**src/rtl/core/ilid_pkg.sv**
```systemverilog
`timescale 1ns / 1ps
// Shared types and constants for the indexed list block.
package ilid_pkg;

    localparam int CAPACITY_DEF = 256;
    localparam int DATA_W       = 32;
    localparam int IDX_W        = 16;
    localparam int OP_W         = 3;
    localparam int LEN_W        = 9;

    localparam logic [OP_W-1:0] OP_READ   = 3'd0;
    localparam logic [OP_W-1:0] OP_FRONT  = 3'd1;
    localparam logic [OP_W-1:0] OP_BACK   = 3'd2;
    localparam logic [OP_W-1:0] OP_AT     = 3'd3;
    localparam logic [OP_W-1:0] OP_DELETE = 3'd4;

    typedef enum logic [2:0] {
        S_IDLE,
        S_READ,
        S_RD,
        S_WR,
        S_PUT,
        S_DONE
    } state_t;

    typedef struct packed {
        logic [DATA_W-1:0] read_value;
        logic              found;
        logic              accepted;
        logic              full_drop;
        logic [LEN_W-1:0]  list_length;
    } res_t;

endpackage

```
**src/rtl/core/ilid_ctrl.sv**
```systemverilog
`timescale 1ns / 1ps
// Sequencer: decodes a request, walks the shift pointer and keeps the count.
module ilid_ctrl #(
    parameter int CAPACITY = ilid_pkg::CAPACITY_DEF,
    localparam int AW      = $clog2(CAPACITY),
    localparam int CNT_W   = $clog2(CAPACITY + 1)
) (
    input  logic                         clk,
    input  logic                         rst_n,
    input  logic                         in_valid,
    output logic                         in_stall,
    input  logic [ilid_pkg::OP_W-1:0]    operation,
    input  logic [ilid_pkg::IDX_W-1:0]   index,
    input  logic [ilid_pkg::DATA_W-1:0]  value,
    output ilid_pkg::res_t               res,
    output logic                         res_valid,
    input  logic                         res_take,
    output logic                         ram_we,
    output logic [AW-1:0]                ram_waddr,
    output logic [ilid_pkg::DATA_W-1:0]  ram_wdata,
    output logic                         ram_re,
    output logic [AW-1:0]                ram_raddr,
    input  logic [ilid_pkg::DATA_W-1:0]  ram_rdata
);

    import ilid_pkg::*;

    state_t             state_reg, state_next;
    logic [CNT_W-1:0]   count_reg, count_next;
    logic [AW-1:0]      ptr_reg, ptr_next;
    logic [AW-1:0]      last_reg, last_next;
    logic [AW-1:0]      pos_reg, pos_next;
    logic               dir_reg, dir_next;
    logic [DATA_W-1:0]  val_reg, val_next;
    logic [DATA_W-1:0]  rv_reg, rv_next;
    logic               found_reg, found_next;
    logic               acc_reg, acc_next;
    logic               drop_reg, drop_next;

    logic [AW-1:0]      ptr_step;
    logic [IDX_W-1:0]   cnt16;
    logic [IDX_W-1:0]   idx_mag;
    logic               idx_neg;
    logic               in_range;
    logic               full;
    logic               ins_ok;
    logic [IDX_W-1:0]   ins_pos;
    logic [CNT_W-1:0]   cnt_m2;
    logic [CNT_W+LEN_W-1:0] len_ext;

    // single shared pointer adder, +1 for delete, -1 for insert
    assign ptr_step = ptr_reg + (dir_reg ? AW'(1) : {AW{1'b1}});

    assign cnt16    = IDX_W'(count_reg);
    assign idx_neg  = index[IDX_W-1];
    assign idx_mag  = {1'b0, index[IDX_W-2:0]};
    assign in_range = !idx_neg && (idx_mag < cnt16);
    assign full     = (count_reg == CNT_W'(CAPACITY));
    assign cnt_m2   = count_reg - CNT_W'(2);
    assign len_ext  = {{LEN_W{1'b0}}, count_reg};

    always_comb
    begin
        ins_ok  = 1'b1;
        ins_pos = '0;
        case (operation)
            OP_BACK:
            begin
                ins_pos = cnt16;
            end
            OP_AT:
            begin
                if (!idx_neg && (idx_mag > cnt16))
                begin
                    ins_ok = 1'b0;
                end
                else if (!idx_neg)
                begin
                    ins_pos = idx_mag;
                end
            end
            default:
            begin
                ins_pos = '0;
            end
        endcase
    end

    always_ff @(posedge clk or negedge rst_n)
    begin
        if (!rst_n)
        begin
            state_reg <= S_IDLE;
            count_reg <= '0;
        end
        else
        begin
            state_reg <= state_next;
            count_reg <= count_next;
        end
    end

    always_ff @(posedge clk)
    begin
        ptr_reg   <= ptr_next;
        last_reg  <= last_next;
        pos_reg   <= pos_next;
        dir_reg   <= dir_next;
        val_reg   <= val_next;
        rv_reg    <= rv_next;
        found_reg <= found_next;
        acc_reg   <= acc_next;
        drop_reg  <= drop_next;
    end

    always_comb
    begin
        state_next = state_reg;
        count_next = count_reg;
        ptr_next   = ptr_reg;
        last_next  = last_reg;
        pos_next   = pos_reg;
        dir_next   = dir_reg;
        val_next   = val_reg;
        rv_next    = rv_reg;
        found_next = found_reg;
        acc_next   = acc_reg;
        drop_next  = drop_reg;
        ram_we     = 1'b0;
        ram_waddr  = ptr_reg;
        ram_wdata  = ram_rdata;
        ram_re     = 1'b0;
        ram_raddr  = ptr_step;
        in_stall   = 1'b1;
        res_valid  = 1'b0;

        unique case (state_reg)
            S_IDLE:
            begin
                in_stall = 1'b0;
                if (in_valid)
                begin
                    rv_next    = '0;
                    found_next = 1'b0;
                    acc_next   = 1'b0;
                    drop_next  = 1'b0;
                    state_next = S_DONE;
                    val_next   = value;
                    unique case (operation)
                        OP_READ:
                        begin
                            if (in_range)
                            begin
                                ram_re     = 1'b1;
                                ram_raddr  = index[AW-1:0];
                                state_next = S_READ;
                            end
                            else
                            begin
                                rv_next = '1;
                            end
                        end
                        OP_FRONT, OP_BACK, OP_AT:
                        begin
                            if (ins_ok && full)
                            begin
                                drop_next = 1'b1;
                            end
                            else if (ins_ok && (ins_pos == cnt16))
                            begin
                                ram_we     = 1'b1;
                                ram_waddr  = ins_pos[AW-1:0];
                                ram_wdata  = value;
                                count_next = count_reg + CNT_W'(1);
                                acc_next   = 1'b1;
                            end
                            else if (ins_ok)
                            begin
                                ptr_next   = count_reg[AW-1:0];
                                pos_next   = ins_pos[AW-1:0];
                                last_next  = ins_pos[AW-1:0] + AW'(1);
                                dir_next   = 1'b0;
                                state_next = S_RD;
                            end
                        end
                        OP_DELETE:
                        begin
                            if (in_range && (idx_mag == cnt16 - IDX_W'(1)))
                            begin
                                count_next = count_reg - CNT_W'(1);
                                acc_next   = 1'b1;
                            end
                            else if (in_range)
                            begin
                                ptr_next   = index[AW-1:0];
                                last_next  = cnt_m2[AW-1:0];
                                dir_next   = 1'b1;
                                state_next = S_RD;
                            end
                        end
                        default:
                        begin
                            state_next = S_DONE;
                        end
                    endcase
                end
            end
            S_READ:
            begin
                rv_next    = ram_rdata;
                found_next = 1'b1;
                state_next = S_DONE;
            end
            S_RD:
            begin
                ram_re     = 1'b1;
                state_next = S_WR;
            end
            S_WR:
            begin
                ram_we   = 1'b1;
                ptr_next = ptr_step;
                if (ptr_reg == last_reg)
                begin
                    if (dir_reg)
                    begin
                        count_next = count_reg - CNT_W'(1);
                        acc_next   = 1'b1;
                        state_next = S_DONE;
                    end
                    else
                    begin
                        state_next = S_PUT;
                    end
                end
                else
                begin
                    state_next = S_RD;
                end
            end
            S_PUT:
            begin
                ram_we     = 1'b1;
                ram_waddr  = pos_reg;
                ram_wdata  = val_reg;
                count_next = count_reg + CNT_W'(1);
                acc_next   = 1'b1;
                state_next = S_DONE;
            end
            S_DONE:
            begin
                res_valid = 1'b1;
                if (res_take)
                begin
                    state_next = S_IDLE;
                end
            end
            default:
            begin
                state_next = S_IDLE;
            end
        endcase
    end

    always_comb
    begin
        res.read_value  = rv_reg;
        res.found       = found_reg;
        res.accepted    = acc_reg;
        res.full_drop   = drop_reg;
        res.list_length = len_ext[LEN_W-1:0];
    end

`ifndef SYNTH
    a_count_cap: assert property (@(posedge clk) disable iff (!rst_n)
        count_reg <= CNT_W'(CAPACITY))
        else $error("count above capacity");

    a_read_issued: assert property (@(posedge clk) disable iff (!rst_n)
        (state_reg == S_READ) |-> $past(ram_re))
        else $error("read data used without a read");

    a_done_hold: assert property (@(posedge clk) disable iff (!rst_n)
        (state_reg == S_DONE && !res_take) |=> (state_reg == S_DONE && $stable(res)))
        else $error("pending result lost");

    a_wr_after_rd: assert property (@(posedge clk) disable iff (!rst_n)
        (state_reg == S_WR) |-> ($past(state_reg) == S_RD))
        else $error("shift write without read");
`endif

endmodule

```
**config.mk**
```make
export PLATFORM = sky130hd
export DESIGN_NAME = ilid_ctrl
export DESIGN_NICKNAME = d
export VERILOG_FILES = /design/src/rtl/core/ilid_pkg.sv /design/src/rtl/core/ilid_ctrl.sv
export SDC_FILE = /design/constraint.sdc
export NUM_CORES = 1
export LEC_CHECK = 0
export BUFFER_PORTS_ARGS = -buffer_cell sky130_fd_sc_hd__buf_2
export CORE_UTILIZATION = 40
export DETAILED_ROUTE_END_ITERATION = 8
export GPL_TIMING_DRIVEN = 0
export PLACE_DENSITY_LB_ADDON = 0.05
export SLEW_MARGIN = 20
export SYNTH_ARGS = -nofsm -noshare
export SYNTH_HDL_FRONTEND = slang
export SYNTH_SLANG_ARGS = --single-unit
```
**constraint.sdc**
```tcl
create_clock -name clk -period 9.2 [get_ports clk]
set_clock_uncertainty 0.2 [all_clocks]
set_input_delay 0.92 -clock clk [delete_from_list [all_inputs] [get_ports clk]]
set_output_delay 0.92 -clock clk [all_outputs]
set_load 0.005 [all_outputs]
```
==> summary.txt <==
Status
  – Status: finished clean

Logic synthesis
  – #FFs+latches synth: 104
  – Mapped Avg Cell Area: 10.51 um^2
  – Mapped Area: 6703 um^2
  – Synth async-reset ratio: 11.54%
  – Top_reg_cell synth: edfxtp_1
  – Net Count, Synth: 747
  – Yosys cell types: 68
  – Yosys top cell area share: 41.22%
  – YS warnings: 0
  – Ranking of synthesized cells by area: edfxtp_1, a221o_1, dfrtp_1, xnor2_1, a21o_1
  – Synth Instances: 638
  – Largest area contributor in the netlist: edfxtp_1
  – Post-synth EDFFs: 92
  – Sequential share of the synthesized area: 45.70%

Clock network
  – Clock sink count: 104
  – Hold_buf cts: 0
  – Post-cts gate resize count: 0
  – Total CTS buffers: 9
  – Number of H-tree levels: 3
  – TritonCTS clock tree: built
  – Maximum buffer depth of the clock tree: 2
  – Clock-pin transition on the worst setup and hold timing paths: 80 ps
  – Clock Latency Late Sink: 350 ps
  – Clock root buffer: clkbuf_16
  – Post-CTS setup buffer count: 0

Route
  – 1st-iter DRT viols: 324
  – DR pass1 iterations: 5
  – DR WL/cell: 20.56 um
  – Post-route antenna net violation count: 0
  – # DRC: 0
  – Final wirelength: 21,670 um
  – Via Count: 6,062
  – Via density: 5.751

Finish
  – Final std cells w/o fill: 1,054
  – Fin area: 8237 um^2
  – Nets: 942
  – Commonest cells after routing, fill and taps aside: buf_2, edfxtp_1, a21oi_1
  – Fraction of layout cells with a size suffix above 1: 28.40%
  – Most common cell after layout, fill and taps aside: buf_2
  – Utilization after layout: 51.11%
  – Inserted Diodes: 0
  – Layout area overhead: 22.89%

Critical path
  – Critical Path Start Type: flip-flop
  – Cell mode on critical path: buf_2
  – Slowest stage delay, CP: 540 ps
  – Crit. End Element: output port
  – Bufs and invs on worst path: 5
  – CP Cell Sequence: clkbuf_1 > inv_1 > ha_1 > nand4_1 > o21ai_1 > nor4_2 > o221a_2 > o211ai_2 > nor2_1 > buf_2 > buf_2 > a221o_1 > buf_2
  – WS Path Type: reg2out
  – Delay-heaviest family, CP: compound AO/OA/AOI/OAI gates
  – Arr. time, crit path: 4510 ps
  – CP required: 8080 ps
  – Crit path max fanout: 10
  – Highest-delay cell along the critical path: o21ai_1

Floorplanning
  – Initial core utilization: 41.59%
  – Die area: 17,280 um^2
  – Die height: 131.4 um
  – Top-level port count: 183
  – Die span in x: 131.4 um
  – Core Region: 16,120 um^2
  – FP Rows: 46

Placed design
  – Inst Count DP: 1,038
  – Post-placement setup slack: 4037 ps
  – Cell Area, Placed: 7923 um^2
  – GPL Wtd Cong: 0.9132
  – I/O Buffers: 182
  – Detail Placement HPWL: 16,450 um

Pwr
  – Power per Cell Area: 258.6 nW/um^2
  – Tot Pwr: 2.130 mW
  – VDD IR max: 0.0001291 V
  – Leak Pwr: 3.531 nW

STA
  – Final period util: 61.20%
  – Hold Vio Cnt, Final: 0
  – Final number of setup-violating endpoints: 0
  – Max-slew violation count: 0
  – Fin worst setup slack: 3569 ps
  – Hold_ws: 234.7 ps
  – Min Tclk post-route: 5631 ps
  – Setup_tns: 0 ps
  – Fmax: 177.6 MHz
  – Unrepaired setup endpoints after global routing: no
  – Relative slew slack: 34.42%
  – Measured slew at the worst slew-check pin: 974.7 ps

Global routing
  – GRT overflow: 0
  – Initial antenna violation count: 0
  – Pin count of the biggest net entering global routing: 34
  – Vias in the first global route: 6,028
  – Total track usage: 25.13%
  – First-pass GRT wire length: 33,830 um

Run
  – Maxcap violations: 0

Hold path
  – Hold Crit Class: in2async
-- report_power, final --
part / internal (mW) / leakage (nW) / switching [mW]
clock network: 0.215 / 0.149 / 0.186
logic: 0.422 / 2.39 / 0.588
registers: 0.659 / 0.990 / 0.0594
-- cell usage after synthesis (3+ instances only) --
cell,n
buf_6,3
nand3b_1,4
and2_1,39
dfrtp_1,12
xor2_1,6
nor3_1,15
nand3_1,9
nand2_1,30
a21oi_1,41
o211ai_1,3
a31oi_1,10
xnor2_1,34
buf_4,3
clkbuf_1,29
nand4_1,7
and3_1,7
a221o_1,38
nor2_1,37
a41oi_1,3
o221ai_1,4
a21o_1,35
o22ai_1,4
mux2_2,6
ha_1,21
nand2b_1,15
buf_2,8
a311oi_1,4
edfxtp_1,92
mux2i_1,8
nor4_1,6
a22o_1,5
o21ai_0,19
nor3b_1,4
nor2b_1,3
inv_1,22
o21a_1,4
-- worst paths after layout --
| path | start | slack (ps) | endpoint | cells after the start |
|---|---|---|---|---|
| max in group asynchronous | rst_n | 8330 | count_reg[0] | 1 |
| worst min-delay path | rst_n | 230 | count_reg[7] | 1 |
| worst max-delay path | count_reg[6] | 3570 | ram_wdata[5] | 13 |
| worst max register to register | count_reg[6] | 4610 | pos_reg[2] | 10 |
| worst min register to register | count_reg[8] | 560 | count_reg[8] | 2 |
| min in group clk | count_reg[8] | 560 | count_reg[8] | 2 |
-- layer usage --
layer	up-vias	GRT usage, %	share of wire, %
li1	2842	-	-
met4	0	8.592	2.4
met3	37	4.784	6.1
met5	-	0	0
met2	248	42.27	48
met1	2935	32.20	44
-- logic make-up after synthesis --
group                    Yosys count  share of synthesized area (%)
AO/OA/AOI/OAI                    200                          22.44
XOR/XNOR                          40                          5.227
adder cells (fa/ha/maj)           22                          4.219
buffers and inverters             67                          4.405
flip-flops                       104                          45.70
multiplexers                      14                          2.203
AND/OR/NAND/NOR                  191                          15.81
-- area by class of cell --
cell class | instances | area, um^2
buffer | 43 | 205.2
clock buffer | 9 | 225.2
clock inverter | 7 | 77.57
fill | 1536 | 7879
inverter | 24 | 90.09
multi-input combinational | 467 | 3367
sequential | 104 | 3063
tap | 216 | 270.3
timing repair buffer | 184 | 938.4
-- worst register-to-register path, cell delays in order (launching register included) --
cell and delay, ps:
dfrtp_1 350, clkbuf_1 450, inv_1 300, ha_1 390, nand4_1 180, o21ai_1 540
nor4_2 160, o221a_2 350, o21ai_0 430, nand2_1 240, nor2_1 630
Power figures use the tool's default switching activity.
